[config.mk]
export PLATFORM = sky130hd
export DESIGN_NAME = serial_packet_deframer
export DESIGN_NICKNAME = d
export VERILOG_FILES = /design/src/spd_pkg.sv /design/src/spd_front.sv /design/src/spd_queue.sv /design/src/spd_back.sv /design/src/serial_packet_deframer.sv
export SDC_FILE = /design/constraint.sdc
export NUM_CORES = 1
export LEC_CHECK = 0
export ABC_CLOCK_PERIOD_IN_PS = 8600
export BUFFER_PORTS_ARGS = -buffer_cell sky130_fd_sc_hd__buf_2
export CORE_MARGIN = 2
export CORE_UTILIZATION = 55
export CTS_CLUSTER_DIAMETER = 30
export DETAILED_ROUTE_END_ITERATION = 8
export PLACE_DENSITY = 0.84
export SYNTH_ARGS = -nofsm -noshare
export SYNTH_HDL_FRONTEND = slang
export SYNTH_SLANG_ARGS = --single-unit
[constraint.sdc]
create_clock -name clk -period 8.6 [get_ports clk]
set_input_delay 0 -clock clk [delete_from_list [all_inputs] [get_ports clk]]
set_output_delay 0 -clock clk [all_outputs]
set_load 0.05 [all_outputs]
[src/spd_pkg.sv]
// ----------------------------------------------------------------------------
// spd_pkg: shared types and constants of the serial packet deframer
// Frame constants, checksum character helper and the transaction carried
// from the framing front end to the peer-state back end.
// ----------------------------------------------------------------------------
package spd_pkg;

	localparam int PACKET_BYTES = 12;
	localparam int FRESH_W      = 4;

	localparam logic [7:0] FRAME_START    = 8'h02;
	localparam logic [7:0] FRAME_END      = 8'h03;
	localparam logic [3:0] NIBBLE_MASK    = 4'hf;
	localparam logic [7:0] CHAR_0         = 8'h30;  // '0'
	localparam logic [7:0] CHAR_1         = 8'h31;
	localparam logic [7:0] CHAR_2         = 8'h32;
	localparam logic [7:0] CHAR_3         = 8'h33;
	localparam logic [7:0] CHAR_4         = 8'h34;
	localparam logic [7:0] CHAR_5         = 8'h35;
	localparam logic [7:0] CHAR_6         = 8'h36;
	localparam logic [7:0] CHAR_8         = 8'h38;
	localparam logic [7:0] HEX_ALPHA_BASE = 8'h57;  // 'a' minus ten

	localparam logic [2:0] PEER_CLEAR = 3'd0;
	localparam logic [2:0] PEER_3     = 3'd3;
	localparam logic [2:0] PEER_4     = 3'd4;
	localparam logic [2:0] PEER_6     = 3'd6;

	// Priority action decoded from the station bytes
	typedef enum logic [1:0] {
		OP_KEEP = 2'd0,
		OP_SET  = 2'd1,
		OP_SET3 = 2'd2,
		OP_SET4 = 2'd3
	} prio_op_t;

	// One framed packet on its way to the back end
	typedef struct packed {
		logic [15:0] receiver_id;
		logic [15:0] sender_id;
		logic [7:0]  command_code;
		logic [15:0] station_code;
		logic [15:0] sub_number;
		logic        checksum_ok;
		prio_op_t    op;
		logic [2:0]  op_value;
		logic        clear_peer;
	} pkt_t;

	// Lowercase hex ASCII character of a nibble
	function automatic logic [7:0] hex_char(input logic [3:0] nib);
		if (nib < 4'd10) begin
			return CHAR_0 + {4'b0, nib};
		end
		return HEX_ALPHA_BASE + {4'b0, nib};
	endfunction

endpackage

[src/spd_front.sv]
// ----------------------------------------------------------------------------
// spd_front: byte window and frame classification
// Shifts each received byte into the window, detects framed packets of
// fresh bytes, checks the checksum character and decodes the priority rule.
// ----------------------------------------------------------------------------
module spd_front (
	input  logic          clk,
	input  logic          arst_n,
	input  logic          checksum_check,
	input  logic          in_valid,
	output logic          in_ready,
	input  logic [7:0]    rx_byte,
	input  logic          block_start,
	input  logic          q_full,
	output logic          push,
	output spd_pkg::pkt_t push_pkt
);

	localparam int LAST = spd_pkg::PACKET_BYTES - 1;

	logic [7:0]                  win_q [spd_pkg::PACKET_BYTES];
	logic [7:0]                  win_next [spd_pkg::PACKET_BYTES];
	logic [spd_pkg::FRESH_W-1:0] fresh_q;
	logic [spd_pkg::FRESH_W-1:0] fresh_base;
	logic [spd_pkg::FRESH_W-1:0] fresh_inc;
	logic                        pend_q;
	logic                        accept;
	logic                        framed;
	logic [3:0]                  nib_sum;
	logic                        sum_ok;
	logic                        take;

	assign in_ready = !q_full;
	assign accept   = in_valid && in_ready;

	// Form the window as it stands after this byte
	always_comb begin
		for (int i = 0; i < LAST; i++) begin
			win_next[i] = win_q[i+1];
		end
		win_next[LAST] = rx_byte;
	end

	// Count fresh bytes, restarting at a block start
	always_comb begin
		fresh_base = block_start ? '0 : fresh_q;
		if (fresh_base < spd_pkg::FRESH_W'(spd_pkg::PACKET_BYTES)) begin
			fresh_inc = fresh_base + 1'b1;
		end else begin
			fresh_inc = fresh_base;
		end
	end

	// Sum low nibbles of bytes 1..9; only the low nibble of the total matters
	always_comb begin
		nib_sum = '0;
		for (int k = 1; k <= 9; k++) begin
			nib_sum = nib_sum + (win_next[k][3:0] & spd_pkg::NIBBLE_MASK);
		end
	end

	assign sum_ok = (win_next[10] == spd_pkg::hex_char(nib_sum));
	assign framed = (fresh_inc == spd_pkg::FRESH_W'(spd_pkg::PACKET_BYTES)) &&
	                (win_next[0] == spd_pkg::FRAME_START) &&
	                (win_next[LAST] == spd_pkg::FRAME_END);
	assign take   = framed && (!checksum_check || sum_ok);
	assign push   = accept && take;

	// Decode the priority action and gather the reported fields
	always_comb begin
		push_pkt.op       = spd_pkg::OP_KEEP;
		push_pkt.op_value = win_next[6][2:0];
		if (win_next[7] == spd_pkg::CHAR_0 && win_next[8] == spd_pkg::CHAR_0 &&
		    win_next[9] == spd_pkg::CHAR_8) begin
			if (win_next[6] inside {spd_pkg::CHAR_0, spd_pkg::CHAR_1, spd_pkg::CHAR_2,
			                        spd_pkg::CHAR_5, spd_pkg::CHAR_6}) begin
				push_pkt.op = spd_pkg::OP_SET;
			end else if (win_next[6] == spd_pkg::CHAR_3) begin
				push_pkt.op = spd_pkg::OP_SET3;
			end else if (win_next[6] == spd_pkg::CHAR_4) begin
				push_pkt.op = spd_pkg::OP_SET4;
			end
		end
		push_pkt.receiver_id  = {win_next[1], win_next[2]};
		push_pkt.sender_id    = {win_next[3], win_next[4]};
		push_pkt.command_code = win_next[5];
		push_pkt.station_code = {win_next[6], win_next[7]};
		push_pkt.sub_number   = {win_next[8], win_next[9]};
		push_pkt.checksum_ok  = sum_ok;
		push_pkt.clear_peer   = pend_q || block_start;
	end

	// Advance the window; its contents count only once fresh
	always_ff @(posedge clk) begin
		if (accept) begin
			for (int i = 0; i < spd_pkg::PACKET_BYTES; i++) begin
				win_q[i] <= win_next[i];
			end
		end
	end

	// Track fresh bytes and a block start not yet seen by the back end
	always_ff @(posedge clk or negedge arst_n) begin
		if (!arst_n) begin
			fresh_q <= '0;
			pend_q  <= 1'b0;
		end else if (accept) begin
			fresh_q <= take ? '0 : fresh_inc;
			if (take) begin
				pend_q <= 1'b0;
			end else if (block_start) begin
				pend_q <= 1'b1;
			end
		end
	end

endmodule

[src/spd_queue.sv]
// ----------------------------------------------------------------------------
// spd_queue: packet queue between front and back end
// Small first-in first-out buffer; push and pop may happen in one cycle.
// ----------------------------------------------------------------------------
module spd_queue #(
	parameter int DEPTH = 2
) (
	input  logic          clk,
	input  logic          arst_n,
	input  logic          push,
	input  spd_pkg::pkt_t push_pkt,
	output logic          full,
	input  logic          pop,
	output logic          head_valid,
	output spd_pkg::pkt_t head_pkt
);

	localparam int IDX_W = $clog2(DEPTH);
	localparam int CNT_W = $clog2(DEPTH + 1);

	spd_pkg::pkt_t    mem_q [DEPTH];
	logic [IDX_W-1:0] wr_ptr_q;
	logic [IDX_W-1:0] rd_ptr_q;
	logic [CNT_W-1:0] count_q;

	assign full       = (count_q == CNT_W'(DEPTH));
	assign head_valid = (count_q != '0);
	assign head_pkt   = mem_q[rd_ptr_q];

	// Store pushed transactions
	always_ff @(posedge clk) begin
		if (push) begin
			mem_q[wr_ptr_q] <= push_pkt;
		end
	end

	// Advance pointers and occupancy
	always_ff @(posedge clk or negedge arst_n) begin
		if (!arst_n) begin
			wr_ptr_q <= '0;
			rd_ptr_q <= '0;
			count_q  <= '0;
		end else begin
			if (push) begin
				wr_ptr_q <= (wr_ptr_q == IDX_W'(DEPTH - 1)) ? '0 : wr_ptr_q + 1'b1;
			end
			if (pop) begin
				rd_ptr_q <= (rd_ptr_q == IDX_W'(DEPTH - 1)) ? '0 : rd_ptr_q + 1'b1;
			end
			if (push && !pop) begin
				count_q <= count_q + 1'b1;
			end else if (pop && !push) begin
				count_q <= count_q - 1'b1;
			end
		end
	end

	a_no_overflow: assert property (@(posedge clk) disable iff (!arst_n)
		push |-> !full) else $error("push into full queue");

	a_no_underflow: assert property (@(posedge clk) disable iff (!arst_n)
		pop |-> head_valid) else $error("pop from empty queue");

	a_count_up: assert property (@(posedge clk) disable iff (!arst_n)
		(push && !pop) |=> count_q == $past(count_q) + 1'b1)
		else $error("queue count did not follow push");

endmodule

[src/spd_back.sv]
// ----------------------------------------------------------------------------
// spd_back: peer-state rule and result register
// Applies each packet's priority rule in order and holds the result until
// the output transaction completes.
// ----------------------------------------------------------------------------
module spd_back (
	input  logic          clk,
	input  logic          arst_n,
	input  logic          head_valid,
	input  spd_pkg::pkt_t head_pkt,
	output logic          pop,
	output logic          out_valid,
	input  logic          out_ready,
	output logic [15:0]   receiver_id,
	output logic [15:0]   sender_id,
	output logic [7:0]    command_code,
	output logic [15:0]   station_code,
	output logic [15:0]   sub_number,
	output logic          checksum_ok,
	output logic [2:0]    peer_state
);

	logic       out_valid_q;
	logic [2:0] run_q;
	logic [2:0] base;
	logic [2:0] next_state;

	assign out_valid = out_valid_q;
	assign pop       = head_valid && (!out_valid_q || out_ready);

	// Apply the priority rule on top of the running state
	always_comb begin
		base = head_pkt.clear_peer ? spd_pkg::PEER_CLEAR : run_q;
		case (head_pkt.op)
			spd_pkg::OP_SET:  next_state = head_pkt.op_value;
			spd_pkg::OP_SET3: next_state = (base == spd_pkg::PEER_6) ? base : spd_pkg::PEER_3;
			spd_pkg::OP_SET4: next_state = (base == spd_pkg::PEER_3 || base == spd_pkg::PEER_6) ?
			                               base : spd_pkg::PEER_4;
			default:          next_state = base;
		endcase
	end

	// Load the result register
	always_ff @(posedge clk) begin
		if (pop) begin
			receiver_id  <= head_pkt.receiver_id;
			sender_id    <= head_pkt.sender_id;
			command_code <= head_pkt.command_code;
			station_code <= head_pkt.station_code;
			sub_number   <= head_pkt.sub_number;
			checksum_ok  <= head_pkt.checksum_ok;
			peer_state   <= next_state;
		end
	end

	// Hold output valid and the running peer state
	always_ff @(posedge clk or negedge arst_n) begin
		if (!arst_n) begin
			out_valid_q <= 1'b0;
			run_q       <= spd_pkg::PEER_CLEAR;
		end else if (pop) begin
			out_valid_q <= 1'b1;
			run_q       <= next_state;
		end else if (out_ready) begin
			out_valid_q <= 1'b0;
		end
	end

endmodule

[src/serial_packet_deframer.sv]
// ----------------------------------------------------------------------------
// serial_packet_deframer: framed packet extraction from a serial byte stream
// Accepts one received byte per transaction and reports each framed packet.
// ----------------------------------------------------------------------------
// Throughput is one byte per clock cycle while in_ready is high, set by the
// 12-byte shift window that takes a byte and classifies the frame in the
// same cycle. Each result passes through a QUEUE_DEPTH-entry queue and the
// back end's result register; in_ready drops only while that queue is full
// because results are not being taken. checksum_check is to be written by
// the user through cfg_we/cfg_wdata while the block is idle (not enforced).
module serial_packet_deframer #(
	parameter int QUEUE_DEPTH = 2
) (
	input  logic        clk,
	input  logic        arst_n,
	input  logic        cfg_we,
	input  logic        cfg_wdata,
	input  logic        in_valid,
	output logic        in_ready,
	input  logic [7:0]  rx_byte,
	input  logic        block_start,
	output logic        out_valid,
	input  logic        out_ready,
	output logic [15:0] receiver_id,
	output logic [15:0] sender_id,
	output logic [7:0]  command_code,
	output logic [15:0] station_code,
	output logic [15:0] sub_number,
	output logic        checksum_ok,
	output logic [2:0]  peer_state
);

	logic          checksum_check_q;
	logic          q_full;
	logic          push;
	spd_pkg::pkt_t push_pkt;
	logic          pop;
	logic          head_valid;
	spd_pkg::pkt_t head_pkt;

	// Hold the checksum enable register
	always_ff @(posedge clk or negedge arst_n) begin
		if (!arst_n) begin
			checksum_check_q <= 1'b0;
		end else if (cfg_we) begin
			checksum_check_q <= cfg_wdata;
		end
	end

	spd_front u_front (
		.clk            (clk),
		.arst_n         (arst_n),
		.checksum_check (checksum_check_q),
		.in_valid       (in_valid),
		.in_ready       (in_ready),
		.rx_byte        (rx_byte),
		.block_start    (block_start),
		.q_full         (q_full),
		.push           (push),
		.push_pkt       (push_pkt)
	);

	spd_queue #(
		.DEPTH (QUEUE_DEPTH)
	) u_queue (
		.clk        (clk),
		.arst_n     (arst_n),
		.push       (push),
		.push_pkt   (push_pkt),
		.full       (q_full),
		.pop        (pop),
		.head_valid (head_valid),
		.head_pkt   (head_pkt)
	);

	spd_back u_back (
		.clk          (clk),
		.arst_n       (arst_n),
		.head_valid   (head_valid),
		.head_pkt     (head_pkt),
		.pop          (pop),
		.out_valid    (out_valid),
		.out_ready    (out_ready),
		.receiver_id  (receiver_id),
		.sender_id    (sender_id),
		.command_code (command_code),
		.station_code (station_code),
		.sub_number   (sub_number),
		.checksum_ok  (checksum_ok),
		.peer_state   (peer_state)
	);

endmodule

After elaboration in Yosys (flattened, before gate mapping)

Memories as Yosys holds them, arrays and structs flattened.
Index checks and enable logic that the tools add are counted.

Register bits after elaboration: 90
Bits in latches: 0
Memory bits (writable): 254
Bits in read-only memories: 0
Bits of input ports: 15
Memories: 2

$add $sub $neg: 15
Multipliers: 0
Div/mod/pow operators: 0
Order comparisons: 2
Eq/ne operators: 20
Shift operators: 0
Mux-type cells: 26
Bitwise gates (word level): 0
Reduce and logical (&&, ||, !) cells: 25

Memories:

| memory        | depth | bits a word | rd ports | clocked after memory_dff | wr ports | RTL line        | RTL |
|---|---|---|---|---|---|---|---|
| u_queue.mem_q | 2     | 79          | 1        | 0                        | 1        | spd_queue.sv:21 | `spd_pkg::pkt_t mem_q [DEPTH];` |
| u_front.win_q | 12    | 8           | 11       | 0                        | 12       | spd_front.sv:21 | `logic [7:0] win_q [spd_pkg::PACKET_BYTES];` |

Operator list:

| operator            | count |
|---|---|
| $eq 8x6->1 const B  | 10 |
| $add 4x4->4         | 8 |
| $eq 8x2->1 const B  | 2 |
| $mux 8              | 2 |
| $mux 2              | 6 |
| $mux 4              | 3 |
| $mux 1              | 11 |
| $logic_and 1x1->1   | 10 |
| $mux 3              | 3 |
| $pmux 3 s3          | 1 |
| $add 7x4->8 const A | 1 |
| $eq 8x8->1          | 1 |
| $lt 4x4->1 const B  | 2 |
| $reduce_bool 2->1   | 4 |
| $add 6x4->7 const A | 1 |
| $eq 2x2->1 const B  | 3 |
| $logic_not 1->1     | 5 |
| $reduce_bool 5->1   | 1 |
| $add 4x1->4 const B | 1 |
| $eq 4x4->1 const B  | 1 |
| $logic_or 1x1->1    | 4 |
| $eq 3x2->1 const B  | 1 |
| $eq 3x3->1 const B  | 1 |
| $add 1x1->1 const B | 2 |
| 4 further kinds     | 4 |

Logic depth before layout (Yosys ltp)

An unclocked memory read counts as a cell.

Depth in word-level cells: 20
Mapped depth: 20
Mapped depth without buffers: 20

Modules after synthesis

From an unflattened synthesis, not the netlist that was laid out.

Cells, all modules: 706
Area, all modules: 13,529.2 um^2

By module, submodules not included:

| module                 | instances | cells an instance | area an instance (um^2) |
|---|---|---|---|
| spd_queue              | 1         | 262               | 6,291.0 |
| spd_front              | 1         | 329               | 4,605.7 |
| spd_back               | 1         | 113               | 2,592.5 |
| serial_packet_deframer | 1         | 2                 | 40.0 |

Worst setup path after synthesis

OpenSTA, ideal clock, no wires.

Path type: register -> register
Start point: memory u_front.win_q[10][2], in the netlist u_front.win_q[2][18]
End point: memory u_queue.mem_q[0][0] in the netlist's numbering, enable pin
Library setup time: 0.511 ns
Data arrival time: 7.353 ns
Required time: 8.089 ns
Setup slack: 0.736 ns
Stages on the path, launching flop included: 17
Buffers on the path: 0
Cells stage by stage: edfxtp_1 inv_1 fa_1 inv_1 fa_1 fa_1 inv_1 fa_1 inv_1 ha_1 xnor2_1 xnor2_1 xnor3_1 xnor2_1 mux2i_1 o211ai_2 nor2_1

RTL lines:

| element     | RTL line |
|---|---|
| from (decl) | spd_front.sv:21 |
| to (decl)   | spd_queue.sv:21 |

==> implementation parameters <==
Parameter                              Value

Detailed routing
  Detailed-routing iteration count for the pre-antenna-repair pass    5
  DR vias    5847
  Average wire per cell in the routed design    19.99 microns
  Sum of routed wire length over all layers    21.45 mm
  Number of remaining DRC errors    0
  Number of design-rule violations left by the first detailed-router iteration    452
  Number of antenna-violating nets in the routed design    0
  Post-detailed-route via-to-cell ratio    5.449

Global route
  Met1 usage in global routing    0.2554
  Global routing usage on met3    0.04323
  GRT Residual Overflow    0
  Busiest layer in global routing    met2
  Initial antenna violation count    0
  Met2 GRT Util    0.3045
  Maximum number of pins on one net before global-route repair    93
  Overall track demand over capacity in global routing    0.1873
  First-pass GRT wire length    33.76 mm
  Vias in the first global route    6024

Power
  Maximum ir drop on the vdd rail    318.3 uV
  Post-layout power    6.213 mW
  Lkg Pwr    5.274 nW
  Power density cells    424.0 nW/um^2

Critical path
  Critical path's largest stage delay    840 ps
  Crit path buffers/inverters    5
  Largest fanout of any net on the critical path    43
  Required time of the critical path    8750 ps
  Number of cells on the worst reg-to-reg path    17
  Ordered cell list for the critical path    inv_1 -> fa_1 -> inv_1 -> fa_1 -> fa_1 -> inv_1 -> fa_1 -> inv_1 -> ha_1 -> xnor2_1 -> xnor2_1 -> xnor3_1 -> xnor2_1 -> mux2i_1 -> o211ai_2 -> nor2_4 -> buf_4
  Kind of critical path    reg -> reg
  Arrival time at the worst endpoint    6590 ps
  Worst-path cell with the longest stage delay    sky130_fd_sc_hd__nor2_4
  Delay-heaviest family, CP    adder cells
  Worst setup EP type    register
  Number of cells on the critical path    17
  Critical Path Source Type    register

Flow run
  Max capacitance violation total    0

Floorplan
  Core footprint    21760 sq um
  Site Rows    54
  Horiz. Die Dim    152.6 microns
  Die area    23290 sq um
  IO Count    93
  Initial Utilization    0.5583
  Die height    152.6 microns

Placed design
  RePlAce Congestion    0.8552
  Area after detailed placement    12980 sq um
  Count of port buffers added during placement    92
  Detailed Place HPWL    12.54 mm

Final layout
  Utilization of the core after routing    0.6736
  Fill cell instance count of the final layout    1346
  Layout cell share with drive strength beyond 1    0.3241
  Total area of sequential cells    9843 sq um
  Antenna diode instance count    0
  Multi-input gate area    2135 sq um
  Design area    14650 sq um
  Area growth syn-to-layout    20.64%
  Final #Nets    795

CTS
  Root Buffer    sky130_fd_sc_hd__clkbuf_16
  Total clock buffers created by CTS    46
  Clock slew at the register clock pins of the worst setup and hold paths    60 ps
  Clock tree from TritonCTS    yes
  Count of cells resized by post-cts repair    0
  Clk sink count    330
  CTS Buffer Depth    3
  Clock H-tree levels    2
  Later-pin clock latency in the skew report    530 ps
  Post-CTS repair timing setup buffer count    0

STA
  Setup repair after global routing missed its margin    no
  Worst Skew    16.09 ps
  Slew at the pin closest to its max-slew limit    1224 ps
  Max Transition Viols Final    0
  Time the worst path needs with I/O delays and setup    6439 ps
  Period utilization    0.7487
  Relative max-transition margin    0.1837
  Hold violation count in the final report    0
  Finish-stage setup viols    0
  Maximum operating frequency    0.1553 GHz
  Worst hold-check slack    200.5 ps
  Setup Total Neg Slack    0 ps

Synthesis
  Most used flip-flop cell after synthesis    sky130_fd_sc_hd__edfxtp_1
  Fraction of registers with async set or reset after synthesis    0.04242
  Number of synthesized flops with an enable pin    316
  Count of unique library cells instantiated by Yosys    40
  Per-instance average area after synthesis    19.95 sq um
  Total nets after synthesis    647
  Synthesized cell area    12150 sq um
  Flop and latch count out of synthesis    330
  Synthesis warning total    0
  Top cell type's share of synthesized area    0.7812
  Synth area leaders    sky130_fd_sc_hd__edfxtp_1 78%, sky130_fd_sc_hd__mux2_2 7.1%, sky130_fd_sc_hd__dfrtp_1 2.9%
  Proportion of synthesized chip area in sequential cells    0.8101
  Most used standard cells in the synthesized netlist    316 x sky130_fd_sc_hd__edfxtp_1, 77 x sky130_fd_sc_hd__mux2_2, 42 x sky130_fd_sc_hd__inv_1
  Library cell with the highest instance count after synthesis    sky130_fd_sc_hd__edfxtp_1
  Cell type with the highest aggregate area in the netlist    sky130_fd_sc_hd__edfxtp_1
  Mapped Cells    609

Worst hold path
  Cells on Worst Hold Path    2
  Worst hold path class    in -> reg

Status
  Status    completed
-- timing repair --
action / 4_1_cts / 5_1_grt
hold buffers: 15 / 0
endpoints found under the hold margin: 30 / 0
setup endpoints to repair: 0 / 0
-- cells in the final DEF (no fill, tap or decap), types with 5 or more instances in the layout --
master,count
sky130_fd_sc_hd__edfxtp_1,316
sky130_fd_sc_hd__buf_2,92
sky130_fd_sc_hd__mux2_2,77
sky130_fd_sc_hd__clkbuf_16,47
sky130_fd_sc_hd__inv_1,41
sky130_fd_sc_hd__nor2_1,18
sky130_fd_sc_hd__xnor2_1,17
sky130_fd_sc_hd__fa_1,16
sky130_fd_sc_hd__dlygate4sd3_1,15
sky130_fd_sc_hd__dfrtp_1,13
sky130_fd_sc_hd__o21ai_0,9
sky130_fd_sc_hd__inv_6,9
sky130_fd_sc_hd__nand2_1,8
sky130_fd_sc_hd__a21oi_1,8
sky130_fd_sc_hd__clkbuf_1,8
sky130_fd_sc_hd__xor2_1,7
sky130_fd_sc_hd__ha_1,7
sky130_fd_sc_hd__nor4b_1,6
sky130_fd_sc_hd__clkinv_4,6
sky130_fd_sc_hd__nor4_1,5
sky130_fd_sc_hd__clkinv_2,5
-- metal layers --
metal | wire, microns | vias up
met4 | 450 | 0
met2 | 10640 | 236
met5 | 0 | -
met1 | 9068 | 2930
li1 | - | 2631
met3 | 1298 | 50
-- final timing paths --
| kind | to | startpoint | slack [ps] |
|---|---|---|---|
| worst max-delay path | u_queue.mem_q[1][31] | u_front.win_q[2][18] | 2160 |
| worst min-delay path | u_front.win_q[2][27] | rx_byte[3] | 200 |
| worst max register to register | u_queue.mem_q[1][31] | u_front.win_q[2][18] | 2160 |
| min in group asynchronous | u_queue.count_q[0] | arst_n | 620 |
| worst min register to register | u_front.win_q[2][21] | u_front.win_q[2][29] | 480 |
| max in group asynchronous | u_queue.rd_ptr_q | arst_n | 7480 |
-- power breakdown --
part           switching, mW  internal [mW]  total (mW)  leakage [nW]
Clock                  0.688           1.14        1.83         0.740
Combinational           1.20          0.776        1.98          1.42
Sequential             0.244           2.16        2.40          3.11
-- through the flow --
step	instances	setup WS [ps]
after global routing	1073	1747
after CTS	1073	2123
final	1073	2161
after floorplan	609	736.3
after global placement	974	2351
after detailed placement	974	2191
-- final cells by class --
| cell class | instances | share of cell area |
|---|---|---|
| flip-flops and latches | 330 | 0.6717 |
| multi-input cells | 226 | 0.1457 |
| clock buffers | 55 | 0.08231 |
| repair buffers | 111 | 0.04372 |
| well taps | 280 | 0.02391 |
| clock inverters | 29 | 0.02186 |
| inverters | 42 | 0.01084 |
-- state kept, by name (all words and copies together) (netlist names), 2 cells and up --
| register | flops |
|---|---|
| u_queue.mem_q | 152 |
| u_front.win_q | 88 |
| u_back.receiver_id | 16 |
| u_back.sender_id | 16 |
| u_back.station_code | 16 |
| u_back.sub_number | 16 |
| u_back.command_code | 8 |
| u_front.fresh_q | 4 |
| u_back.peer_state | 3 |
| u_back.run_q | 3 |
| u_queue.count_q | 2 |
-- logic make-up after synthesis --
logic type	Yosys count	synth area share
AO/OA/AOI/OAI	36	0.01937
XOR/XNOR	25	0.01916
adder cells (fa/ha/maj)	23	0.03358
buffers and inverters	53	0.01638
flip-flops	330	0.8101
multiplexers	81	0.07468
AND/OR/NAND/NOR	61	0.02678
Note: power is estimated with default switching activity, not from simulation.
